File: src/design/cdq_pkg.sv
`default_nettype none
package cdq_pkg;

  localparam int CAPACITY = 64;
  localparam int ID_BITS  = 8;
  localparam int ID_SPAN  = 2 ** ID_BITS;

  localparam int PTR_W = $clog2(CAPACITY);
  localparam int CNT_W = $clog2(CAPACITY + 1);

  // Port field widths.
  localparam int CMD_W   = 3;
  localparam int IDF_W   = 8;
  localparam int ST_W    = 2;
  localparam int OCC_W   = 7;
  localparam int IDCNT_W = 7;

  localparam logic [CMD_W-1:0] CMD_CLEAR       = 3'd0;
  localparam logic [CMD_W-1:0] CMD_TAKE_TOP    = 3'd1;
  localparam logic [CMD_W-1:0] CMD_TAKE_BOTTOM = 3'd2;
  localparam logic [CMD_W-1:0] CMD_TAKE_FIRST  = 3'd3;
  localparam logic [CMD_W-1:0] CMD_TAKE_LAST   = 3'd4;
  localparam logic [CMD_W-1:0] CMD_PUT_TOP     = 3'd5;
  localparam logic [CMD_W-1:0] CMD_PUT_BOTTOM  = 3'd6;
  localparam logic [CMD_W-1:0] CMD_QUERY       = 3'd7;

  localparam logic [ST_W-1:0] ST_OK        = 2'd0;
  localparam logic [ST_W-1:0] ST_EMPTY     = 2'd1;
  localparam logic [ST_W-1:0] ST_NOT_FOUND = 2'd2;
  localparam logic [ST_W-1:0] ST_FULL      = 2'd3;

  typedef struct packed {
    logic load;
    logic decide;
    logic take_fin;
    logic search;
    logic shift;
    logic cnt_rd;
    logic cnt_wr;
    logic out_load;
  } dp_ctl_t;

  typedef struct packed {
    logic [CMD_W-1:0] cmd;
    logic             empty;
    logic             match_hit;
    logic             search_miss;
    logic             shift_done;
    logic             out_free;
  } dp_stat_t;

endpackage
`default_nettype wire

File: src/design/cdq_ctrl.sv
`default_nettype none
module cdq_ctrl
  import cdq_pkg::*;
(
  input  wire logic     clk,
  input  wire logic     rst,
  input  wire logic     in_valid,
  output logic          in_ready,
  input  wire dp_stat_t stat,
  output dp_ctl_t       ctl
);

  localparam logic [2:0] S_IDLE   = 3'd0;
  localparam logic [2:0] S_DECIDE = 3'd1;
  localparam logic [2:0] S_TAKE   = 3'd2;
  localparam logic [2:0] S_SEARCH = 3'd3;
  localparam logic [2:0] S_SHIFT  = 3'd4;
  localparam logic [2:0] S_CNT_RD = 3'd5;
  localparam logic [2:0] S_CNT_WR = 3'd6;
  localparam logic [2:0] S_DONE   = 3'd7;

  logic [2:0] state;
  logic [2:0] state_next;

  assign in_ready = (state == S_IDLE);

  always_comb begin
    ctl          = '0;
    ctl.load     = in_valid && in_ready;
    ctl.decide   = (state == S_DECIDE);
    ctl.take_fin = (state == S_TAKE);
    ctl.search   = (state == S_SEARCH);
    ctl.shift    = (state == S_SHIFT);
    ctl.cnt_rd   = (state == S_CNT_RD);
    ctl.cnt_wr   = (state == S_CNT_WR);
    ctl.out_load = (state == S_DONE) && stat.out_free;
  end

  always_comb begin
    state_next = state;
    unique case (state)
      S_IDLE: begin
        if (in_valid) state_next = S_DECIDE;
      end
      S_DECIDE: begin
        case (stat.cmd) inside
          CMD_TAKE_TOP, CMD_TAKE_BOTTOM:
            state_next = stat.empty ? S_CNT_RD : S_TAKE;
          CMD_TAKE_FIRST, CMD_TAKE_LAST:
            state_next = stat.empty ? S_CNT_RD : S_SEARCH;
          default:
            state_next = S_CNT_RD;
        endcase
      end
      S_TAKE: state_next = S_CNT_RD;
      S_SEARCH: begin
        if (stat.match_hit) state_next = S_SHIFT;
        else if (stat.search_miss) state_next = S_CNT_RD;
      end
      S_SHIFT: begin
        if (stat.shift_done) state_next = S_CNT_RD;
      end
      S_CNT_RD: state_next = S_CNT_WR;
      S_CNT_WR: state_next = S_DONE;
      S_DONE: begin
        if (stat.out_free) state_next = S_IDLE;
      end
      default: state_next = S_IDLE;
    endcase
  end

  always_ff @(posedge clk) begin
    if (rst) begin
      state <= S_IDLE;
    end else begin
      state <= state_next;
    end
  end

endmodule
`default_nettype wire

File: src/design/cdq_datapath.sv
`default_nettype none
module cdq_datapath
  import cdq_pkg::*;
(
  input  wire logic               clk,
  input  wire logic               rst,
  input  wire dp_ctl_t            ctl,
  output dp_stat_t                stat,
  input  wire logic [CMD_W-1:0]   command,
  input  wire logic [IDF_W-1:0]   item_id,
  output logic                    out_valid,
  input  wire logic               out_ready,
  output logic [IDF_W-1:0]        taken_id,
  output logic [ST_W-1:0]         status,
  output logic [OCC_W-1:0]        occupancy,
  output logic [IDCNT_W-1:0]      id_count
);

  // Ring position of logical entry p counted from the top.
  function automatic logic [PTR_W-1:0] ring(input logic [PTR_W-1:0] base,
                                            input logic [CNT_W-1:0] p);
    logic [CNT_W:0] s;
    s = (CNT_W+1)'(base) + (CNT_W+1)'(p);
    if (s >= (CNT_W+1)'(CAPACITY)) s = s - (CNT_W+1)'(CAPACITY);
    return s[PTR_W-1:0];
  endfunction

  logic [ID_BITS-1:0] item_mem [CAPACITY];
  logic [ID_BITS-1:0] rdata;
  logic [CNT_W-1:0]   cnt_mem [ID_SPAN];
  logic [ID_SPAN-1:0] cnt_valid;
  logic [CNT_W-1:0]   cnt_rdata;
  logic               cnt_vld_rd;

  logic [PTR_W-1:0]   front;
  logic [CNT_W-1:0]   total;
  logic [CMD_W-1:0]   cmd_r;
  logic [ID_BITS-1:0] id_r;
  logic [ID_BITS-1:0] taken_r;
  logic [ST_W-1:0]    status_r;
  logic               took_r;
  logic               push_r;
  logic [CNT_W-1:0]   k;
  logic [CNT_W-1:0]   j;
  logic               pend;
  logic [CNT_W-1:0]   pend_pos;
  logic               pend_last;
  logic [CNT_W-1:0]   count_r;

  logic               empty;
  logic               full;
  logic [CNT_W-1:0]   total_m1;
  logic [PTR_W-1:0]   front_dec;
  logic [CNT_W-1:0]   scan_pos;
  logic               rd_en;
  logic [CNT_W-1:0]   rd_pos;
  logic               wr_en;
  logic [PTR_W-1:0]   wr_addr;
  logic [ID_BITS-1:0] wr_data;
  logic [ID_BITS-1:0] count_id;
  logic [CNT_W-1:0]   cnt_cur;
  logic [CNT_W-1:0]   cnt_new;
  logic               match_hit;

  assign empty     = (total == '0);
  assign full      = (total == CNT_W'(CAPACITY));
  assign total_m1  = total - CNT_W'(1);
  assign front_dec = (front == '0) ? PTR_W'(CAPACITY - 1) : front - PTR_W'(1);
  assign scan_pos  = (cmd_r == CMD_TAKE_FIRST) ? k : total_m1 - k;
  assign match_hit = pend && (rdata == id_r);
  assign count_id  = took_r ? taken_r : id_r;

  assign stat.cmd         = cmd_r;
  assign stat.empty       = empty;
  assign stat.match_hit   = match_hit;
  assign stat.search_miss = pend && !match_hit && pend_last;
  assign stat.shift_done  = !pend && (j >= total);
  assign stat.out_free    = !out_valid || out_ready;

  // Item memory read and write selection.
  always_comb begin
    rd_en   = 1'b0;
    rd_pos  = '0;
    wr_en   = 1'b0;
    wr_addr = '0;
    wr_data = id_r;
    if (ctl.decide && !empty &&
        (cmd_r == CMD_TAKE_TOP || cmd_r == CMD_TAKE_BOTTOM)) begin
      rd_en  = 1'b1;
      rd_pos = (cmd_r == CMD_TAKE_TOP) ? '0 : total_m1;
    end
    if (ctl.decide && !full) begin
      if (cmd_r == CMD_PUT_TOP) begin
        wr_en   = 1'b1;
        wr_addr = front_dec;
      end else if (cmd_r == CMD_PUT_BOTTOM) begin
        wr_en   = 1'b1;
        wr_addr = ring(front, total);
      end
    end
    if (ctl.search && (k < total)) begin
      rd_en  = 1'b1;
      rd_pos = scan_pos;
    end
    if (ctl.shift) begin
      if (j < total) begin
        rd_en  = 1'b1;
        rd_pos = j;
      end
      if (pend) begin
        wr_en   = 1'b1;
        wr_addr = ring(front, pend_pos);
        wr_data = rdata;
      end
    end
  end

  always_ff @(posedge clk) begin
    if (wr_en) item_mem[wr_addr] <= wr_data;
    if (rd_en) rdata <= item_mem[ring(front, rd_pos)];
  end

  always_comb begin
    cnt_cur = cnt_vld_rd ? cnt_rdata : '0;
    cnt_new = cnt_cur;
    if (push_r) cnt_new = cnt_cur + CNT_W'(1);
    else if (took_r && cnt_cur != '0) cnt_new = cnt_cur - CNT_W'(1);
  end

  always_ff @(posedge clk) begin
    if (ctl.cnt_rd) begin
      cnt_rdata  <= cnt_mem[count_id];
      cnt_vld_rd <= cnt_valid[count_id];
    end
    if (ctl.cnt_wr) begin
      count_r <= cnt_new;
      if (push_r || took_r) cnt_mem[count_id] <= cnt_new;
    end
  end

  always_ff @(posedge clk) begin
    if (rst) begin
      cnt_valid <= '0;
    end else if (ctl.decide && cmd_r == CMD_CLEAR) begin
      cnt_valid <= '0;
    end else if (ctl.cnt_wr && (push_r || took_r)) begin
      cnt_valid[count_id] <= 1'b1;
    end
  end

  always_ff @(posedge clk) begin
    if (rst) begin
      front <= '0;
      total <= '0;
      pend  <= 1'b0;
    end else begin
      if (ctl.decide) begin
        pend <= 1'b0;
        k    <= '0;
        case (cmd_r) inside
          CMD_CLEAR: begin
            front <= '0;
            total <= '0;
          end
          CMD_PUT_TOP, CMD_PUT_BOTTOM: begin
            if (!full) begin
              total <= total + CNT_W'(1);
              if (cmd_r == CMD_PUT_TOP) front <= front_dec;
            end
          end
          default: ;
        endcase
      end
      if (ctl.take_fin) begin
        total <= total_m1;
        if (cmd_r == CMD_TAKE_TOP) front <= ring(front, CNT_W'(1));
      end
      if (ctl.search) begin
        if (match_hit) begin
          // Entries below the match move up one place, starting right after it.
          pend <= 1'b0;
          j    <= pend_pos + CNT_W'(1);
        end else if (k < total) begin
          pend      <= 1'b1;
          pend_pos  <= scan_pos;
          pend_last <= (k == total_m1);
          k         <= k + CNT_W'(1);
        end else begin
          pend <= 1'b0;
        end
      end
      if (ctl.shift) begin
        if (j < total) begin
          pend     <= 1'b1;
          pend_pos <= j - CNT_W'(1);
          j        <= j + CNT_W'(1);
        end else begin
          pend <= 1'b0;
          if (!pend) total <= total_m1;
        end
      end
    end
  end

  // Per-request result bookkeeping.
  always_ff @(posedge clk) begin
    if (ctl.load) begin
      cmd_r <= command;
      id_r  <= ID_BITS'(item_id);
    end
    if (ctl.decide) begin
      taken_r  <= '0;
      took_r   <= 1'b0;
      push_r   <= 1'b0;
      status_r <= ST_OK;
      case (cmd_r) inside
        CMD_TAKE_TOP, CMD_TAKE_BOTTOM, CMD_TAKE_FIRST, CMD_TAKE_LAST: begin
          if (empty) status_r <= ST_EMPTY;
        end
        CMD_PUT_TOP, CMD_PUT_BOTTOM: begin
          if (full) status_r <= ST_FULL;
          else push_r <= 1'b1;
        end
        default: ;
      endcase
    end
    if (ctl.take_fin) begin
      taken_r <= rdata;
      took_r  <= 1'b1;
    end
    if (ctl.search && stat.search_miss) status_r <= ST_NOT_FOUND;
    if (ctl.shift && stat.shift_done) begin
      taken_r <= id_r;
      took_r  <= 1'b1;
    end
  end

  always_ff @(posedge clk) begin
    if (rst) begin
      out_valid <= 1'b0;
    end else if (ctl.out_load) begin
      out_valid <= 1'b1;
    end else if (out_ready) begin
      out_valid <= 1'b0;
    end
  end

  always_ff @(posedge clk) begin
    if (ctl.out_load) begin
      taken_id  <= IDF_W'(taken_r);
      status    <= status_r;
      occupancy <= OCC_W'(total);
      id_count  <= IDCNT_W'(count_r);
    end
  end

  a_total_bound: assert property (@(posedge clk) disable iff (rst)
    total <= CNT_W'(CAPACITY))
    else $error("item total exceeds capacity");

  a_full_occ: assert property (@(posedge clk) disable iff (rst)
    out_valid && status == ST_FULL |-> occupancy == OCC_W'(CAPACITY))
    else $error("full status with store not full");

  a_empty_occ: assert property (@(posedge clk) disable iff (rst)
    out_valid && status == ST_EMPTY |-> occupancy == '0)
    else $error("empty status with items stored");

  a_fail_no_take: assert property (@(posedge clk) disable iff (rst)
    out_valid && status != ST_OK |-> taken_id == '0)
    else $error("failed request reports a taken id");

endmodule
`default_nettype wire

File: src/design/counted_deque_with_match_removal.sv
`default_nettype none
// Channel   Direction  Handshake            Payload
// request   in         in_valid / in_ready  command, item_id
// result    out        out_valid/out_ready  taken_id, status, occupancy, id_count
//
// One request at a time. Clear, query and pushes pass through decide, count read,
// count write and done, the count memory read being registered; take top and take
// bottom add a take state for the registered item memory read. Match removal walks
// the item memory one entry per cycle through its single read port, scanning for the
// match, then moving each entry below it up one place. A new request is taken while
// a result waits; a stalled result holds the next one in its final state. Reset
// clears the counts at once through per-id valid bits; no clearing pass is needed.
module counted_deque_with_match_removal
  import cdq_pkg::*;
(
  input  wire logic               clk,
  input  wire logic               rst,
  input  wire logic               in_valid,
  output logic                    in_ready,
  input  wire logic [CMD_W-1:0]   command,
  input  wire logic [IDF_W-1:0]   item_id,
  output logic                    out_valid,
  input  wire logic               out_ready,
  output logic [IDF_W-1:0]        taken_id,
  output logic [ST_W-1:0]         status,
  output logic [OCC_W-1:0]        occupancy,
  output logic [IDCNT_W-1:0]      id_count
);

  dp_ctl_t  ctl;
  dp_stat_t stat;

  cdq_ctrl u_ctrl (
    .clk      (clk),
    .rst      (rst),
    .in_valid (in_valid),
    .in_ready (in_ready),
    .stat     (stat),
    .ctl      (ctl)
  );

  cdq_datapath u_datapath (
    .clk       (clk),
    .rst       (rst),
    .ctl       (ctl),
    .stat      (stat),
    .command   (command),
    .item_id   (item_id),
    .out_valid (out_valid),
    .out_ready (out_ready),
    .taken_id  (taken_id),
    .status    (status),
    .occupancy (occupancy),
    .id_count  (id_count)
  );

endmodule
`default_nettype wire
File: config.mk
export PLATFORM = sky130hd
export DESIGN_NAME = counted_deque_with_match_removal
export DESIGN_NICKNAME = d
export VERILOG_FILES = /design/src/design/cdq_pkg.sv /design/src/design/cdq_ctrl.sv /design/src/design/cdq_datapath.sv /design/src/design/counted_deque_with_match_removal.sv
export SDC_FILE = /design/constraint.sdc
export NUM_CORES = 2
export LEC_CHECK = 0
export ABC_AREA = 1
export BUFFER_PORTS_ARGS = -buffer_cell sky130_fd_sc_hd__buf_2
export CAP_MARGIN = 30
export CORE_UTILIZATION = 25
export CTS_BUF_LIST = sky130_fd_sc_hd__clkbuf_16
export CTS_CLUSTER_SIZE = 20
export DETAILED_ROUTE_END_ITERATION = 10
export HOLD_SLACK_MARGIN = 0.06
export SLEW_MARGIN = 20
export SYNTH_ARGS = -nofsm -noshare
export SYNTH_HDL_FRONTEND = slang
export SYNTH_SLANG_ARGS = --single-unit
File: constraint.sdc
create_clock -name clk -period 15.2 [get_ports clk]
set_input_delay 0.76 -clock clk [delete_from_list [all_inputs] [get_ports clk]]
set_output_delay 0.76 -clock clk [all_outputs]
set_load 0.005 [all_outputs]
==> metrics.md <==
| Metric | Value |
|---|---|
| Post-synthesis area per instance | `10.4 µm²` |
| Leakage component of the power | `46.7 nW` |
| Hold-fix buffers at CTS | `1` |
| Finish-stage setup viols | `0` |
| Area growth syn-to-layout | `14.8%` |
| Remaining global-route overflow | `0` |
| Number of placed I/O pins | `41` |
| Number of iterations in the first detailed-routing pass | `6` |
| Critical path type | `reg2reg` |
| Count of placed standard cells in the final layout, fillers left out | `16700` |
| Clock-pin slew on the worst setup and hold paths | `60 ps` |
| Multiplexer share of the synthesized area | `0%` |
| Count of standard-cell rows | `243` |
| Count of vias placed by the detailed router | `76400` |
| Height of the die | `667 µm` |
| Total Nets Final | `10600` |
| Total die area | `0.445 mm²` |
| Number of levels the H-tree was split into | `5` |
| Critical Path Start Type | `flop` |
| Fmax | `0.153 GHz` |
| Largest family of logic cells by synthesized area | `simple AND/OR/NAND/NOR gates` |
| CP Max Fanout | `71` |
| Setup fix buffers added after clock tree synthesis | `0` |
| Pin count of the biggest net entering global routing | `201` |
| Root buf cell | `sky130_fd_sc_hd__clkbuf_16` |
| Combinational group share of total power | `36.9%` |
| Number of max-capacitance violations reported | `0` |
| Count of placed standard cells including taps | `16100` |
| Number of synthesis warnings | `0` |
| Max-Slew Margin vs Limit | `30.2%` |
| Synthesized area | `0.111 mm²` |
| Most heavily used metal layer in global routing | `met2` |
| Global-route met3 utilization | `2.19%` |
| Buffers from clock root to sink, at most | `4` |
| IR Drop Worst-Case VDD | `0.332 mV` |
| Global routing usage summed across all routing layers | `14.0%` |
| Area fraction in compound gates after synthesis | `3.69%` |
| Unique cell type count in the Yosys netlist | `49` |
| Slew at the pin with the worst max-slew slack | `1050 ps` |
| Net Count, Synth | `10700` |
| Global-route wire length before repair | `477000 µm` |
| Xor and xnor fraction of the mapped netlist area | `0.388%` |
| Post-detailed-route DRC marker count | `0` |
| Met2 demand-to-capacity share in global routing | `22.8%` |
| Largest area contributor in the synthesized netlist | `sky130_fd_sc_hd__edfxtp_1` |
| Antenna violations before repair | `7` |
| Setup repair after global routing missed its margin | `no` |
| Met1 routing resource usage after global routing | `19.0%` |
| Clock latency of the later-clocked register in the worst-skew pair | `910 ps` |
| Fraction of layout cells with a size suffix above 1 | `6.45%` |
| WL per Instance | `19.4 µm` |
| Min-Delay Path Class | `in2reg` |
| Post-cts resize count | `0` |
| Via count of the first global-routing pass | `72100` |
| Clock tree from TritonCTS | `yes` |
| Hold Vio Cnt, Final | `0` |
| Antenna violation net count after detailed routing | `0` |
| Setup Total Neg Slack | `0 ps` |
| CP Data Arrival Time | `7330 ps` |
| Share of total power in sequential cells | `36.1%` |
| DRT iter0 DRCs | `8150` |
| DIE WIDTH | `667 µm` |
| Final Slew Violations | `0` |
| Area share of the largest cell type after synthesis | `65.0%` |
| Top area cells in the synthesized netlist | `sky130_fd_sc_hd__edfxtp_1, sky130_fd_sc_hd__nand2_1, sky130_fd_sc_hd__dfxtp_1` |
| Internal Dissipation | `0.0152 W` |
| Clock buffer count from CTS | `289` |
| Worst Clk Skew | `119 ps` |
| Fraction of power consumed by the clock network | `27.0%` |
| Post-synthesis sequential element count | `2670` |
| Crit path time final | `6550 ps` |
| Synthesized-area fraction occupied by and/or/nand/nor cells | `22.5%` |
| CTS sink cnt | `2670` |
| Crit share post-route | `43.1%` |
| Result of the run | `finished, final reports clean` |
| Switching part of the total power | `40.5%` |
| HPWL after detailed placement | `186000 µm` |
| Critical path endpoint category | `flop` |
| Core region area | `0.439 mm²` |
| GP Congestion | `0.874` |
| Via density per instance | `4.59` |
| Worst Path Required | `15980 ps` |
| Synth Area in Adders | `0.605%` |
| Seq/Total Area, Yosys | `70.0%` |
| Net switching power figure | `0.0103 W` |
| Power per Cell Area | `201 mW/mm²` |
| Synthesized netlist cell count | `10600` |
| Total routed wirelength | `323000 µm` |
| Port-buffer cells | `40` |
| Starting density of the core | `25.2%` |
## power groups by stage
stage               clock, W  sequential [W]  combinational (W)
global route         0.00723         0.00923             0.0102
finish               0.00689         0.00922            0.00942
global placement           0         0.00938            0.00922
CTS                  0.00696         0.00922            0.00932
floorplan                  0         0.00973            0.00570
detailed placement         0         0.00938            0.00929
## cell usage after synthesis, drive strengths merged
library cell,n
a211o,1
dfxtp,277
edfxtp,2393
nand3b,3
nand3,439
clkbuf,262
o21bai,5
a22oi,3
a211oi,6
inv,165
nor4,3
and2,1
nor3,13
nor4b,1
nor2,1452
nand4,54
o22ai,65
clkinv,2
o21a,4
nand2,4446
a31oi,4
xnor2,16
a21boi,1
o2111ai,1
o32ai,1
o31ai,17
a21o,1
xor2,33
o221ai,57
or2,5
ha,47
fa,4
o21ai,416
o211ai,21
a21oi,85
buf,280
o21ba,16
## critical path, stage by stage (launching register included)
cell                       delay [ps]
sky130_fd_sc_hd__dfxtp_1          490
sky130_fd_sc_hd__inv_1            150
sky130_fd_sc_hd__ha_1             310
sky130_fd_sc_hd__a21oi_1          130
sky130_fd_sc_hd__o21ai_0          110
sky130_fd_sc_hd__nand2_1           70
sky130_fd_sc_hd__nand2_1           90
sky130_fd_sc_hd__nor2_1           580
sky130_fd_sc_hd__inv_1            460
sky130_fd_sc_hd__o221ai_1         490
sky130_fd_sc_hd__fa_4             750
sky130_fd_sc_hd__inv_2            550
sky130_fd_sc_hd__buf_4            740
sky130_fd_sc_hd__o21ai_0          200
sky130_fd_sc_hd__o22ai_1          320
sky130_fd_sc_hd__nand2_1           90
sky130_fd_sc_hd__nand2_1          100
sky130_fd_sc_hd__nor2_1            50
sky130_fd_sc_hd__o31ai_1          390
sky130_fd_sc_hd__nand3_1          230
sky130_fd_sc_hd__nand2_1          100
## routing by layer
metal | up-vias | part of all wire (%)
li1 | 35400 | -
met1 | 37300 | 42
met2 | 3162 | 46
met3 | 584 | 8.1
met4 | 10 | 3.2
met5 | - | 0.020
## logic make-up after synthesis
logic type,count (synthesis)
xor gates and xnor gates,49
AOI/OAI and AO/OA,704
adders and majority gates,51
buffers and inverters,709
and+or+nand+nor,6417
DFF,2670
## area by class of cell
type | instances | area [µm²]
inverter | 167 | 634
multi-input combinational | 7221 | 30400
sequential | 2670 | 77400
fill | 45100 | 312000
timing repair buffer | 190 | 1850
clock inverter | 224 | 1800
antenna | 5 | 12.5
clock buffer | 295 | 7380
tap | 5880 | 7360
## state kept, by name (all words and copies together), names as in the netlist, 7 cells and up
name / flops
u_datapath.taken_r: 8
u_datapath.total: 7
u_datapath.item_mem: 512
u_datapath.rdata: 8
u_datapath.pend_pos: 7
u_datapath.k: 7
u_datapath.j: 7
u_datapath.cnt_valid: 256
u_datapath.cnt_mem: 1792
u_datapath.id_count: 7
u_datapath.id_r: 8
u_datapath.taken_id: 8
u_datapath.occupancy: 7
u_datapath.count_r: 7
u_datapath.cnt_rdata: 7
## path summary, 6_finish.rpt
path	startpoint	end	slack, ps	cells after the start
worst max-delay path	u_datapath.total[2]	u_datapath.rdata[7]	8650	20
worst min-delay path	item_id[0]	u_datapath.id_r[0]	110	1
worst max register to register	u_datapath.total[2]	u_datapath.rdata[7]	8650	20
worst min register to register	u_datapath.count_r[4]	u_datapath.id_count[4]	420	0
## through the flow
| stage | utilization, % | setup slack [ps] | cell area [µm²] | hold WS (ps) | total power [W] |
|---|---|---|---|---|---|
| final | 28.9 | 8650 | 127000 | 110 | 0.0255 |
| after global routing | 28.9 | 8430 | 127000 | 91.3 | 0.0267 |
| after CTS | 28.9 | 8790 | 127000 | 65.2 | 0.0255 |
| after detailed placement | 26.8 | 8790 | 117000 | 409 | 0.0187 |
| after global placement | 26.7 | 8780 | 117000 | 413 | 0.0186 |
| after floorplan | - | 2160 | 111000 | 400 | 0.0154 |
## cell usage in the layout (no fill, tap or decap), types with 8 or more instances in the layout
cell type                   instances
sky130_fd_sc_hd__inv_1            180
sky130_fd_sc_hd__inv_6              8
sky130_fd_sc_hd__nor2_4            10
sky130_fd_sc_hd__nand2_1         4438
sky130_fd_sc_hd__o221ai_1          57
sky130_fd_sc_hd__o21ai_0          380
sky130_fd_sc_hd__buf_12            26
sky130_fd_sc_hd__nor2_2            12
sky130_fd_sc_hd__xnor2_1           14
sky130_fd_sc_hd__nand4_1           54
sky130_fd_sc_hd__o211ai_1          21
sky130_fd_sc_hd__dfxtp_1          277
sky130_fd_sc_hd__inv_2             35
sky130_fd_sc_hd__bufinv_16         24
sky130_fd_sc_hd__nor3_1            11
sky130_fd_sc_hd__o21ai_4            9
sky130_fd_sc_hd__o22ai_1           65
sky130_fd_sc_hd__nand3_1          439
sky130_fd_sc_hd__buf_4            112
sky130_fd_sc_hd__buf_16             9
sky130_fd_sc_hd__a21oi_1           85
sky130_fd_sc_hd__clkinv_2          47
sky130_fd_sc_hd__ha_1              46
sky130_fd_sc_hd__xor2_1            27
sky130_fd_sc_hd__clkinv_1          72
sky130_fd_sc_hd__clkbuf_16        295
sky130_fd_sc_hd__o31ai_1           17
sky130_fd_sc_hd__o21ba_2           16
sky130_fd_sc_hd__buf_2             40
sky130_fd_sc_hd__edfxtp_1        2393
sky130_fd_sc_hd__nor2_1          1430
sky130_fd_sc_hd__o21ai_1           23
Power figures use the tool's default switching activity.
